[src/sv/csvlb_pkg.sv]
`timescale 1ns / 1ps
`default_nettype none
// ----------------------------------------------------------------------------
// csvlb_pkg
// Shared types and constants of the line boundary scanner: configuration
// register indexes, result roles and status codes, and the result group.
// ----------------------------------------------------------------------------
package csvlb_pkg;

  localparam logic [7:0] ESC_CHAR = 8'h5C;

  // An item causes at most this many results.
  localparam int MAX_RES = 4;
  localparam int CNT_W   = $clog2(MAX_RES + 1);
  localparam int IDX_W   = $clog2(MAX_RES);

  localparam int CFG_IDX_W  = 3;
  localparam int CFG_DATA_W = 32;

  localparam logic [CFG_IDX_W-1:0] REG_SEP_BYTES  = 3'd0;
  localparam logic [CFG_IDX_W-1:0] REG_SEP_LENGTH = 3'd1;
  localparam logic [CFG_IDX_W-1:0] REG_QUOTE_BYTE = 3'd2;
  localparam logic [CFG_IDX_W-1:0] REG_ESCAPE_ON  = 3'd3;
  localparam logic [CFG_IDX_W-1:0] REG_MAX_LINES  = 3'd4;

  typedef enum logic [1:0] {
    ROLE_DATA     = 2'd0,
    ROLE_LINE_END = 2'd1,
    ROLE_TAIL     = 2'd2,
    ROLE_FINAL    = 2'd3
  } role_t;

  typedef enum logic [1:0] {
    ST_OK           = 2'd0,
    ST_LIMIT        = 2'd1,
    ST_OPEN_QUOTE   = 2'd2,
    ST_OPEN_LINE    = 2'd3
  } status_t;

  typedef struct packed {
    logic [31:0] sep_bytes;
    logic [2:0]  sep_len;
    logic [7:0]  quote;
    logic        esc_on;
    logic [31:0] max_lines;
  } cfg_t;

  typedef struct packed {
    logic [MAX_RES-1:0][7:0] bytes;
    role_t [MAX_RES-1:0]     roles;
    status_t [MAX_RES-1:0]   stats;
    logic [31:0]             lines;
    logic [CNT_W-1:0]        count;
  } grp_t;

endpackage
`default_nettype wire

[src/sv/csvlb_in_if.sv]
`timescale 1ns / 1ps
`default_nettype none
// ----------------------------------------------------------------------------
// csvlb_in_if
// Input channel of the scanner: one data byte or an end-of-input marker.
// ----------------------------------------------------------------------------
interface csvlb_in_if;
  logic       valid;
  logic       ready;
  logic       kind;
  logic [7:0] data_byte;

  modport source(output valid, kind, data_byte, input ready);
  modport sink(input valid, kind, data_byte, output ready);
endinterface
`default_nettype wire

[src/sv/csvlb_out_if.sv]
`timescale 1ns / 1ps
`default_nettype none
// ----------------------------------------------------------------------------
// csvlb_out_if
// Result channel of the scanner: one classified byte or a final status.
// ----------------------------------------------------------------------------
interface csvlb_out_if;
  import csvlb_pkg::*;

  logic        valid;
  logic        ready;
  logic [7:0]  out_byte;
  role_t       role;
  logic [31:0] lines_found;
  status_t     status;
  logic        last;

  modport source(output valid, out_byte, role, lines_found, status, last, input ready);
  modport sink(input valid, out_byte, role, lines_found, status, last, output ready);
endinterface
`default_nettype wire

[src/sv/csvlb_core.sv]
`timescale 1ns / 1ps
`default_nettype none
// ----------------------------------------------------------------------------
// csvlb_core
// Scan state and per-request logic: lookahead window, quote and escape
// flags, line counting and limit, and the group of results for a request.
// ----------------------------------------------------------------------------
module csvlb_core #(
  parameter int SEP_MAX = 4
) (
  input  wire logic            clk,
  input  wire logic            rst,
  input  wire csvlb_pkg::cfg_t cfg,
  input  wire logic            accept,
  input  wire logic            kind,
  input  wire logic [7:0]      data_byte,
  output csvlb_pkg::grp_t      grp
);
  import csvlb_pkg::*;

  localparam int CAP  = (SEP_MAX < 4) ? SEP_MAX : 4;
  localparam int FW   = $clog2(CAP + 1);

  logic [7:0]    win [CAP];
  logic [7:0]    win_next [CAP];
  logic [FW-1:0] fill;
  logic [FW-1:0] fill_next;
  logic          in_quotes;
  logic          in_quotes_next;
  logic          esc_wait;
  logic          esc_wait_next;
  logic [31:0]   line_total;
  logic [31:0]   line_total_next;
  logic          open_line;
  logic          open_line_next;
  logic          limit_hit;
  logic          limit_hit_next;

  // Returns {may_match, escape_waiting, in_quotes} after judging one byte.
  function automatic logic [2:0] judge(input logic [7:0] c, input logic esc,
                                       input logic q, input cfg_t cf);
    logic ok;
    logic e;
    logic qq;
    ok = 1'b0;
    e  = esc;
    qq = q;
    if (esc) begin
      e = 1'b0;
    end else if (cf.esc_on && c == ESC_CHAR) begin
      e = 1'b1;
    end else begin
      if (cf.quote != 8'd0 && c == cf.quote) begin
        qq = ~qq;
      end
      ok = ~qq;
    end
    return {ok, e, qq};
  endfunction

  logic [2:0]    len;
  logic          lim0;
  logic [FW-1:0] fill0;
  logic [FW-1:0] fill1;
  logic [7:0]    w [CAP];
  logic [2:0]    jr;
  logic          match;
  logic [31:0]   tot1;
  logic          lim1;
  status_t       st;

  always_comb begin
    if (cfg.sep_len == 3'd0) begin
      len = 3'd1;
    end else if (cfg.sep_len > 3'(CAP)) begin
      len = 3'(CAP);
    end else begin
      len = cfg.sep_len;
    end
  end

  always_comb begin
    lim0            = limit_hit | (line_total >= cfg.max_lines);
    win_next        = win;
    w               = win;
    fill_next       = fill;
    in_quotes_next  = in_quotes;
    esc_wait_next   = esc_wait;
    line_total_next = line_total;
    open_line_next  = open_line;
    limit_hit_next  = lim0;
    fill0           = '0;
    fill1           = '0;
    jr              = '0;
    match           = 1'b0;
    tot1            = line_total;
    lim1            = lim0;
    st              = ST_OK;
    grp             = '0;
    grp.lines       = line_total;

    if (!kind) begin
      if (!lim0) begin
        fill0 = (3'(fill) >= len) ? '0 : fill;
        for (int j = 0; j < CAP; j++) begin
          if (fill0 == FW'(j)) begin
            w[j] = data_byte;
          end
        end
        fill1          = fill0 + 1'b1;
        open_line_next = 1'b1;
        if (3'(fill1) >= len) begin
          jr             = judge(w[0], esc_wait, in_quotes, cfg);
          esc_wait_next  = jr[1];
          in_quotes_next = jr[0];
          match          = jr[2];
          for (int j = 0; j < CAP; j++) begin
            if (3'(j) < len && w[j] != cfg.sep_bytes[8*j +: 8]) begin
              match = 1'b0;
            end
          end
          if (match) begin
            tot1            = (line_total == '1) ? line_total : line_total + 32'd1;
            lim1            = tot1 >= cfg.max_lines;
            st              = lim1 ? ST_LIMIT : ST_OK;
            line_total_next = tot1;
            limit_hit_next  = lim1;
            grp.lines       = tot1;
            grp.roles[0]    = ROLE_LINE_END;
            grp.stats[0]    = st;
            for (int j = 1; j < CAP; j++) begin
              grp.bytes[j] = w[j];
              grp.roles[j] = ROLE_TAIL;
              grp.stats[j] = st;
            end
            grp.count      = CNT_W'(len);
            fill_next      = '0;
            open_line_next = 1'b0;
          end else begin
            grp.bytes[0] = w[0];
            grp.count    = CNT_W'(1);
            for (int j = 0; j < CAP - 1; j++) begin
              win_next[j] = w[j+1];
            end
            fill_next = fill1 - 1'b1;
          end
        end else begin
          win_next  = w;
          fill_next = fill1;
        end
      end
    end else begin
      if (lim0) begin
        grp.roles[0] = ROLE_FINAL;
        grp.stats[0] = ST_LIMIT;
        grp.count    = CNT_W'(1);
      end else begin
        jr = {1'b0, esc_wait, in_quotes};
        for (int j = 0; j < CAP - 1; j++) begin
          if (3'(j) < 3'(fill)) begin
            jr           = judge(win[j], jr[1], jr[0], cfg);
            grp.bytes[j] = win[j];
          end
        end
        esc_wait_next  = jr[1];
        in_quotes_next = jr[0];
        if (!open_line) begin
          st = ST_OK;
        end else if (jr[0]) begin
          st = ST_OPEN_QUOTE;
        end else begin
          st = ST_OPEN_LINE;
        end
        for (int j = 0; j < MAX_RES; j++) begin
          if (3'(j) == 3'(fill)) begin
            grp.roles[j] = ROLE_FINAL;
            grp.stats[j] = st;
          end
        end
        grp.count = CNT_W'(fill) + CNT_W'(1);
        fill_next = '0;
      end
    end
  end

  always_ff @(posedge clk) begin
    if (rst) begin
      fill       <= '0;
      in_quotes  <= 1'b0;
      esc_wait   <= 1'b0;
      line_total <= '0;
      open_line  <= 1'b0;
      limit_hit  <= 1'b0;
    end else if (accept) begin
      fill       <= fill_next;
      in_quotes  <= in_quotes_next;
      esc_wait   <= esc_wait_next;
      line_total <= line_total_next;
      open_line  <= open_line_next;
      limit_hit  <= limit_hit_next;
    end
  end

  always_ff @(posedge clk) begin
    if (accept) begin
      win <= win_next;
    end
  end

  // The window fill stays below its capacity between requests.
  a_fill_below_cap: assert property (@(posedge clk) disable iff (rst)
    3'(fill) < 3'(CAP))
    else $error("window fill reached terminator capacity");

  // The line count only grows.
  a_total_monotonic: assert property (@(posedge clk) disable iff (rst)
    accept |=> line_total >= $past(line_total))
    else $error("line count decreased");

  // Once the limit is reached, a data byte causes no result.
  a_limit_silences: assert property (@(posedge clk) disable iff (rst)
    accept && !kind && limit_hit |-> grp.count == '0)
    else $error("data result after line limit");

endmodule
`default_nettype wire

[src/sv/csvlb_outbuf.sv]
`timescale 1ns / 1ps
`default_nettype none
// ----------------------------------------------------------------------------
// csvlb_outbuf
// Result group register: holds the results of one request and sends them
// one per cycle while ready is high, taking the next group as the last leaves.
// ----------------------------------------------------------------------------
module csvlb_outbuf (
  input  wire logic              clk,
  input  wire logic              rst,
  input  wire logic              load,
  input  wire csvlb_pkg::grp_t   grp_in,
  output logic                   in_ready,
  output logic                   valid,
  input  wire logic              ready,
  output logic [7:0]             out_byte,
  output csvlb_pkg::role_t       role,
  output logic [31:0]            lines_found,
  output csvlb_pkg::status_t     status,
  output logic                   last
);
  import csvlb_pkg::*;

  grp_t             grp;
  logic             gvalid;
  logic [IDX_W-1:0] idx;
  logic             take;
  logic             is_last;

  assign is_last     = (CNT_W'(idx) + CNT_W'(1)) == grp.count;
  assign take        = gvalid & ready;
  assign in_ready    = ~gvalid | (take & is_last);
  assign valid       = gvalid;
  assign out_byte    = grp.bytes[idx];
  assign role        = grp.roles[idx];
  assign status      = grp.stats[idx];
  assign lines_found = grp.lines;
  assign last        = is_last;

  always_ff @(posedge clk) begin
    if (rst) begin
      gvalid <= 1'b0;
      idx    <= '0;
    end else if (load && grp_in.count != '0) begin
      gvalid <= 1'b1;
      idx    <= '0;
    end else if (take) begin
      if (is_last) begin
        gvalid <= 1'b0;
        idx    <= '0;
      end else begin
        idx <= idx + 1'b1;
      end
    end
  end

  always_ff @(posedge clk) begin
    if (load) begin
      grp <= grp_in;
    end
  end

  // A held group always has a result at the current index.
  a_idx_in_group: assert property (@(posedge clk) disable iff (rst)
    gvalid |-> CNT_W'(idx) < grp.count)
    else $error("result index beyond group");

  // A group is loaded only when the previous one is gone or leaving.
  a_no_overwrite: assert property (@(posedge clk) disable iff (rst)
    load && gvalid |-> take && is_last)
    else $error("result group overwritten");

  // Taking the last result with nothing new empties the register.
  a_drain: assert property (@(posedge clk) disable iff (rst)
    take && is_last && !load |=> !gvalid)
    else $error("result group not released");

endmodule
`default_nettype wire

[src/sv/csv_line_boundary_scanner.sv]
`timescale 1ns / 1ps
`default_nettype none
// Latency: the first result of a request is offered the cycle after acceptance.
// Throughput: one request per cycle while each request causes at most one result
// and the results side is ready; the result register sends one result per cycle
// while ready is high and takes no new request until its group (up to 4) has left.
// Reset (synchronous, rst high) clears flags, counters and configuration to their
// defaults; the lookahead window bytes are not cleared.
// ----------------------------------------------------------------------------
// csv_line_boundary_scanner
// Finds record terminators in a byte stream with quoting, escaping and a
// line limit, and reports each byte's role and an end-of-input status.
// ----------------------------------------------------------------------------
module csv_line_boundary_scanner #(
  parameter int SEP_MAX = 4
) (
  input  wire logic                                clk,
  input  wire logic                                rst,
  input  wire logic                                cfg_we,
  input  wire logic [csvlb_pkg::CFG_IDX_W-1:0]     cfg_index,
  input  wire logic [csvlb_pkg::CFG_DATA_W-1:0]    cfg_data,
  csvlb_in_if.sink                                 bytes,
  csvlb_out_if.source                              results
);
  import csvlb_pkg::*;

  cfg_t cfg;
  grp_t grp;
  logic accept;
  logic in_ready;

  assign bytes.ready = in_ready;
  assign accept      = bytes.valid & in_ready;

  always_ff @(posedge clk) begin
    if (rst) begin
      cfg.sep_bytes <= 32'd10;
      cfg.sep_len   <= 3'd1;
      cfg.quote     <= 8'd0;
      cfg.esc_on    <= 1'b0;
      cfg.max_lines <= '1;
    end else if (cfg_we) begin
      unique case (cfg_index)
        REG_SEP_BYTES:  cfg.sep_bytes <= cfg_data;
        REG_SEP_LENGTH: cfg.sep_len   <= cfg_data[2:0];
        REG_QUOTE_BYTE: cfg.quote     <= cfg_data[7:0];
        REG_ESCAPE_ON:  cfg.esc_on    <= cfg_data[0];
        REG_MAX_LINES:  cfg.max_lines <= cfg_data;
        default: begin
        end
      endcase
    end
  end

  csvlb_core #(
    .SEP_MAX(SEP_MAX)
  ) u_core (
    .clk       (clk),
    .rst       (rst),
    .cfg       (cfg),
    .accept    (accept),
    .kind      (bytes.kind),
    .data_byte (bytes.data_byte),
    .grp       (grp)
  );

  csvlb_outbuf u_outbuf (
    .clk         (clk),
    .rst         (rst),
    .load        (accept),
    .grp_in      (grp),
    .in_ready    (in_ready),
    .valid       (results.valid),
    .ready       (results.ready),
    .out_byte    (results.out_byte),
    .role        (results.role),
    .lines_found (results.lines_found),
    .status      (results.status),
    .last        (results.last)
  );

endmodule
`default_nettype wire

[src/flat_wrapper.sv]
// flat-port wrapper written by rule: the top's interface ports become plain ports
module csv_line_boundary_scanner_flat import csvlb_pkg::*;
#(
  parameter int SEP_MAX = 4
)
  (clk, rst, cfg_we, cfg_index, cfg_data, bytes_valid, bytes_kind, bytes_data_byte, bytes_ready, results_valid, results_out_byte, results_role, results_lines_found, results_status, results_last, results_ready);
  csvlb_in_if bytes_i ();
  csvlb_out_if results_i ();
  input  wire logic clk;
  input  wire logic rst;
  input  wire logic cfg_we;
  input  wire logic [csvlb_pkg::CFG_IDX_W-1:0] cfg_index;
  input  wire logic [csvlb_pkg::CFG_DATA_W-1:0] cfg_data;
  input wire logic [$bits(bytes_i.valid)-1:0] bytes_valid;
  input wire logic [$bits(bytes_i.kind)-1:0] bytes_kind;
  input wire logic [$bits(bytes_i.data_byte)-1:0] bytes_data_byte;
  output wire logic [$bits(bytes_i.ready)-1:0] bytes_ready;
  output wire logic [$bits(results_i.valid)-1:0] results_valid;
  output wire logic [$bits(results_i.out_byte)-1:0] results_out_byte;
  output wire logic [$bits(results_i.role)-1:0] results_role;
  output wire logic [$bits(results_i.lines_found)-1:0] results_lines_found;
  output wire logic [$bits(results_i.status)-1:0] results_status;
  output wire logic [$bits(results_i.last)-1:0] results_last;
  input wire logic [$bits(results_i.ready)-1:0] results_ready;
  assign bytes_i.valid = bytes_valid;
  assign bytes_i.kind = bytes_kind;
  assign bytes_i.data_byte = bytes_data_byte;
  assign bytes_ready = bytes_i.ready;
  assign results_valid = results_i.valid;
  assign results_out_byte = results_i.out_byte;
  assign results_role = results_i.role;
  assign results_lines_found = results_i.lines_found;
  assign results_status = results_i.status;
  assign results_last = results_i.last;
  assign results_i.ready = results_ready;
  csv_line_boundary_scanner #(.SEP_MAX(SEP_MAX)) u_core (.clk(clk), .rst(rst), .cfg_we(cfg_we), .cfg_index(cfg_index), .cfg_data(cfg_data), .bytes(bytes_i), .results(results_i));
endmodule
[config.mk]
export PLATFORM = sky130hd
export DESIGN_NAME = csv_line_boundary_scanner_flat
export DESIGN_NICKNAME = d
export VERILOG_FILES = /design/src/sv/csvlb_pkg.sv /design/src/sv/csvlb_in_if.sv /design/src/sv/csvlb_out_if.sv /design/src/sv/csvlb_core.sv /design/src/sv/csvlb_outbuf.sv /design/src/sv/csv_line_boundary_scanner.sv /design/src/flat_wrapper.sv
export SDC_FILE = /design/constraint.sdc
export NUM_CORES = 1
export LEC_CHECK = 0
export ABC_CLOCK_PERIOD_IN_PS = 9700
export BUFFER_PORTS_ARGS = -buffer_cell sky130_fd_sc_hd__buf_2
export CAP_MARGIN = 40
export CORE_ASPECT_RATIO = 1.25
export CORE_MARGIN = 10
export CORE_UTILIZATION = 24
export CTS_CLUSTER_DIAMETER = 200
export DETAILED_ROUTE_END_ITERATION = 8
export HOLD_SLACK_MARGIN = 0.15
export PLACE_DENSITY = 0.51
export SYNTH_ARGS = -nofsm -noshare
export SYNTH_HDL_FRONTEND = slang
export SYNTH_SLANG_ARGS = --single-unit
[constraint.sdc]
create_clock -name clk -period 9.7 [get_ports clk]
set_input_delay 0 -clock clk [delete_from_list [all_inputs] [get_ports clk]]
set_output_delay 0 -clock clk [all_outputs]
set_load 0.01 [all_outputs]
== Yosys cells after proc, flatten, opt, wreduce, memory -nomap -nowiden ==
Cells that the tools add are included.

* Output and inout bits: 47
* Flip-flop bits (word level): 233

* $add $sub $neg: 6
* Bitwise gates (word level): 14
* Eq/ne operators: 27
* Muxes and demuxes: 133
* $lt $le $gt $ge: 13
* Reductions and logical operators: 37

{| class="wikitable"
|+ Operator list
! cell !! count
|-
| two-way mux 75 bit || 2
|-
| two-way mux 8 bit || 17
|-
| two-way mux 1 bit || 68
|-
| greater-or-equal comparator 32 bit || 2
|-
| two-way mux 32 bit || 2
|-
| two-way mux 24 bit || 2
|-
| two-way mux 48 bit || 1
|-
| two-way mux 2 bit || 23
|-
| two-way mux 40 bit || 1
|-
| two-way mux 3 bit || 11
|-
| adder 32 x 1 -> 32 bit, second input constant || 1
|-
| == test 32 bit, second input constant || 1
|-
| == test 8 x 7 -> 1 bit, second input constant || 4
|-
| == test 8 bit || 4
|-
| inequality test 8 bit || 4
|-
| two-way mux 30 bit || 1
|-
| binary-select mux 8 bit (select 2 bit) || 1
|-
| two-way mux 16 bit || 1
|-
| AND reduction 2 bit || 7
|-
| logical AND 1 bit || 13
|-
| == test 3 x 2 -> 1 bit, second input constant || 4
|-
| logical NOT 3 bit || 4
|-
| < comparator 1 x 3 -> 1 bit, first input constant || 4
|-
| AND reduction 5 bit || 2
|-
| 26 further kinds || 50
|}

== Longest topological paths before layout ==
* Depth in word-level cells: 42
* Mapped depth: 23
* Gate-level depth less buffers: 20

== By module ==
From an unflattened synthesis, not the netlist that was laid out.

* Cells, all modules: 1521
* Area total of the unflattened synthesis: 14690.3 um^2

{| class="wikitable"
|+ Modules (own cells, without submodules)
! module !! seq. area each (um^2) !! times used !! cells an instance !! area an instance (um^2)
|-
| csvlb_core || 1741.7 || 1 || 1050 || 8267.9
|-
| csvlb_outbuf || 2552.4 || 1 || 150 || 3214.3
|-
| csv_line_boundary_scanner || 1521.5 || 1 || 321 || 3208.1
|}

== Least setup slack after synthesis ==
No wires, ideal clock.

* Path type: register to register
* From: register u_core.u_outbuf.idx[1]
* To: register u_core.u_core.win[10] in the netlist's numbering (enable)
* Period minus slack after synthesis: 4.979 ns
* Arrival: 4.597 ns
* Cell stages (with the launch flop): 12
* Buffers on the path: 1
* Required time: 9.318 ns
* Setup slack: 4.721 ns
* Path through: dfxtp_1 > ha_1 > xor2_1 > nor3_1 > nand2_1 > nand2_1 > nand2_1 > inv_1 > nand2_1 > clkbuf_1 > nor2_1 > o21a_1

* Cells in the longest elaborated chain, start to end: 6

{| class="wikitable"
|+ RTL lines
! what !! line !! source
|-
| from (decl) || csvlb_outbuf.sv:26 || <nowiki>logic [IDX_W-1:0] idx;</nowiki>
|-
| from (signal assigned) || csvlb_outbuf.sv:52 || <nowiki>idx <= idx + 1'b1;</nowiki>
|-
| adder 2 x 1 -> 3 bit || csvlb_outbuf.sv:30 || <nowiki>assign is_last = (CNT_W'(idx) + CNT_W'(1)) == grp.count;</nowiki>
|-
| == test 3 bit || csvlb_outbuf.sv:30 ||
|-
| named net results_last || flat_wrapper.sv:23 || <nowiki>output wire logic [$bits(results_i.last)-1:0] results_last;</nowiki>
|-
| bitwise AND 1 bit || csvlb_outbuf.sv:32 || <nowiki>assign in_ready = ~gvalid | (take & is_last);</nowiki>
|-
| OR 1 bit || csvlb_outbuf.sv:32 ||
|-
| named net bytes_ready || flat_wrapper.sv:17 || <nowiki>output wire logic [$bits(bytes_i.ready)-1:0] bytes_ready;</nowiki>
|-
| bitwise AND 1 bit || csv_line_boundary_scanner.sv:33 || <nowiki>assign accept = bytes.valid & in_ready;</nowiki>
|-
| named net u_core.accept || csv_line_boundary_scanner.sv:29 || <nowiki>logic accept;</nowiki>
|-
| AND reduction 4 bit (no line) || n/a ||
|-
| to (signal assigned) || csvlb_core.sv:206 || <nowiki>win <= win_next;</nowiki>
|-
| to (decl) || csvlb_core.sv:24 || <nowiki>logic [7:0] win [CAP];</nowiki>
|}

The timed path passes the listed nets, and every way through them passes these cells.
A chain may end at the register's enable or synchronous reset.

==> flow_summary.toml <==
[synth]
netlist_area_um2 = 14200
synthXorXnorAreaFrac_pct = 8.00
yosysTopAreaCellShare_pct = 24.3
synth_cell_type_count = 76
synthFlopType = "dfxtp_1"
synth_top_family_by_area = "simple AND/OR/NAND/NOR gates"
synthSimpleGateAreaFrac_pct = 19.0
synth_seq_cells = 233
synth_area_leaders = "edfxtp_1 24%, dfxtp_1 17%, ha_1 7.1%, nand2_1 5.8%, xnor2_1 4.2%"
yosys_warnings = 0
synth_nets = 1665
yosysTopAreaCell = "edfxtp_1"
synth_edf_count = 115
synth_compound_area_share_pct = 13.2
ys_seq_area_share_pct = 40.8
muxShareOfSynthArea_pct = 4.99
async_flop_share_pct = 0
syn_inst = 1535
yosys.area_share.adder_pct = 7.12
synth.avg_cell_area_um2 = 9.28

[routing]
detail_route.drc_violations = 0
drtAntennaViolNets = 0
viasPerCell = 4.86
wl_per_cell_um = 19.7
vias = 11493
wirelength_mm = 46.5
drtIter0Drc = 681
firstDrtPassIters = 5

[placement]
gp_congestion = 0.957
io_buffers = 95
placed_area_um2 = 15200
hpwlAfterDp_mm = 34.6
place_ws_ns = 3.76

[clocking]
cts_root_buf = "clkbuf_16"
htree_levels = 1
ctsResizeCount = 0
cts.sinks = 233
cts_inserted_buffers = 25
cts_buffer_depth = 3
post_cts_buffers = 0
clk_pin_slew_ns = 0.06
tritoncts = "built"
clkLatencyLatePin_ns = 0.56

[power]
p_per_area_nw_per_um2 = 140
ir_drop_uv = 112
leakage_nw = 6.66

[sta]
worst_pin_slew_ns = 0.876
fin_crit_sh_pct = 62.6
finClkSkew_ns = 0.0155
setup_viol = 0
fin_crit_ns = 6.07
rsz0062_at_grt = "false"
setup_ws_ns = 3.63
hold_viol = 0
max_freq_ghz = 0.165
relSlewSlack_pct = 41.6
slew_violations = 0
setup_tns_ns = 0

[critical_path]
arrival_ns = 6.37
critPathLaunchType = "flip-flop"
max_stage_delay_ns = 0.70
worst-setup-path-type = "flip-flop to flip-flop"
path_cells = "inv_1, ha_1, nor2b_1, o21bai_1, a21oi_1, nand2_1, inv_1, ha_1, ha_1, mux2i_1, inv_1, xnor2_1, nand4_1, o21ai_0, o2111ai_1, nor4_4, nand3_2, a32o_1, a22o_1"
worstPathRequired_ns = 10.00
path_max_fanout = 29
r2r-end = "u_core.u_outbuf.grp[56]"
endpoint_kind = "flip-flop"
r2r-start = "u_core.u_core.fill[0]"
reg2reg_setup_slack_ns = 3.63
reg2reg_depth = 19
crit_slowest_cell = "nand3_2"

[finish]
nets = 1720
syn_to_final_growth_pct = 16.0
fin_area_um2 = 16500
final_common_cell = "nand2_1"
final_cell_mix = "220 x nand2_1, 118 x dfxtp_1, 115 x edfxtp_1, 95 x nor2_1, 94 x buf_2"
drive_gt1_share_pct = 13.1
insertedDiodeCount = 0

[floorplan]
core_area_um2 = 58600
die_area_um2 = 69500
row_count = 99
fp.dieH_um = 292
start_util_pct = 24.3
pin_count = 96
die_x_um = 238

[global_route]
grt_pass1_vias = 11555
grt_start_max_net_pins = 70
antenna_found_initial = 0
grt_overflow_total = 0
grt_util_all_layers_pct = 13.0
grt_pass1_wl_mm = 70.9

[status]
status = "finished clean"

[worst_hold_path]
hold_start = "cfg_we"
min_path_type = "input pin to flip-flop"
hold-path-endpoint = "u_core.cfg[43]"
hold_path_depth = 6

[run]
maxCapViolations = 0
-- final cells by class --
| type | instances | area [um^2] |
|---|---|---|
| sequential | 233 | 5820 |
| multi-input combinational | 1090 | 7450 |
| clock inverter | 8 | 96.3 |
| inverter | 75 | 283 |
| clock buffer | 38 | 726 |
| tap | 757 | 947 |
| fill | 6166 | 42100 |
| timing repair buffer | 165 | 1190 |
-- cells by family after synthesis --
family                     Yosys count
AOI/OAI and AO/OA                  273
and+or+nand+nor                    554
adders and majority gates           81
muxes                               52
buffers and inverters              212
DFF                                233
xor gates and xnor gates           130
-- critical path, delay by kind of cell (launching register included) --
kind,cells,cell delay (ns)
compound gates,6,1.77
xor+xnor,1,0.16
fa+ha+maj,3,0.86
buf+inv,3,0.45
flops,1,0.62
mux,1,0.33
simple gates,5,1.61
-- report_power, final --
group	leakage (nW)	total (mW)	internal [mW]	switching [mW]
clock network	0.397	0.982	0.569	0.413
registers	2.09	1.11	1.07	0.0343
logic	4.18	0.225	0.0848	0.141
total	6.66	2.32	1.73	0.588
-- flip-flops by register name (all words and copies together), names as in the netlist --
name / flops
u_core.u_core.limit_hit: 1
u_core.u_outbuf.grp: 51
u_core.u_core.open_line: 1
u_core.u_core.line_total: 32
u_core.cfg: 76
u_core.u_core.win: 32
u_core.u_core.in_quotes: 1
u_core.u_core.fill: 3
u_core.u_outbuf.valid: 1
u_core.u_core.esc_wait: 1
u_core.u_outbuf.idx: 2
u_core.u_outbuf.lines_found: 32
-- what timing repair did --
item | 4_1_cts | 5_1_grt
setup endpoints to repair | 0 | 0
endpoints found under the hold margin | 131 | 0
hold buffers | 52 | 0
-- per-layer routing --
metal	part of all wire [%]	vias up	track usage [%]
li1	-	5550	-
met3	4.2	85	1.52
met2	50	308	23.2
met4	3.5	0	4.93
met1	42	5550	15.5
met5	0	-	0
-- Yosys cell counts (6+ instances only) --
cell / n
a31oi_1: 12
nor4_1: 26
a22oi_1: 14
buf_1: 9
dfxtp_1: 118
nand3_1: 34
mux4_2: 12
xor2_1: 61
o21ai_0: 25
edfxtp_1: 115
a21o_1: 9
mux2i_1: 8
o31ai_1: 6
nand2_1: 220
buf_4: 32
a22o_1: 24
nor3_1: 45
nand4_1: 29
and4_1: 6
o211ai_1: 39
nor2b_1: 37
ha_1: 81
and2_1: 8
and3_1: 13
clkbuf_1: 73
o21a_1: 8
a21oi_1: 76
inv_1: 74
buf_2: 19
nor2_1: 95
nand2b_1: 9
mux2_1: 6
o31a_1: 6
a221oi_1: 8
mux2_2: 26
xnor2_1: 69
-- how the worst max path moves through the flow --
stage,from,endpoint,slack (ns),depth (start not counted)
3_3_place_gp,u_core.u_core.fill[0],u_core.u_core.win[25],3.75,18
4_1_cts,u_core.u_core.fill[0],u_core.u_outbuf.grp[56],3.71,19
2_1_floorplan,u_core.u_outbuf.idx[1],u_core.u_core.win[10],4.72,11
6_report,u_core.u_core.fill[0],u_core.u_outbuf.grp[56],3.63,19
3_5_place_dp,u_core.u_core.fill[0],u_core.u_outbuf.grp[56],3.76,19
5_1_grt,u_core.u_core.fill[0],u_core.u_outbuf.grp[56],3.25,19
-- through the flow --
stage	power [mW]	utilization, %	hold WS, ns	cells
global placement	1.33	25.7	0.253	2261
global route	2.40	28.2	0.229	2366
floorplan	1.25	-	0.124	1535
detailed placement	1.34	25.9	0.256	2268
CTS	2.34	28.2	0.163	2366
finish	2.32	28.2	0.191	2366
Power figures use the tool's default switching activity.
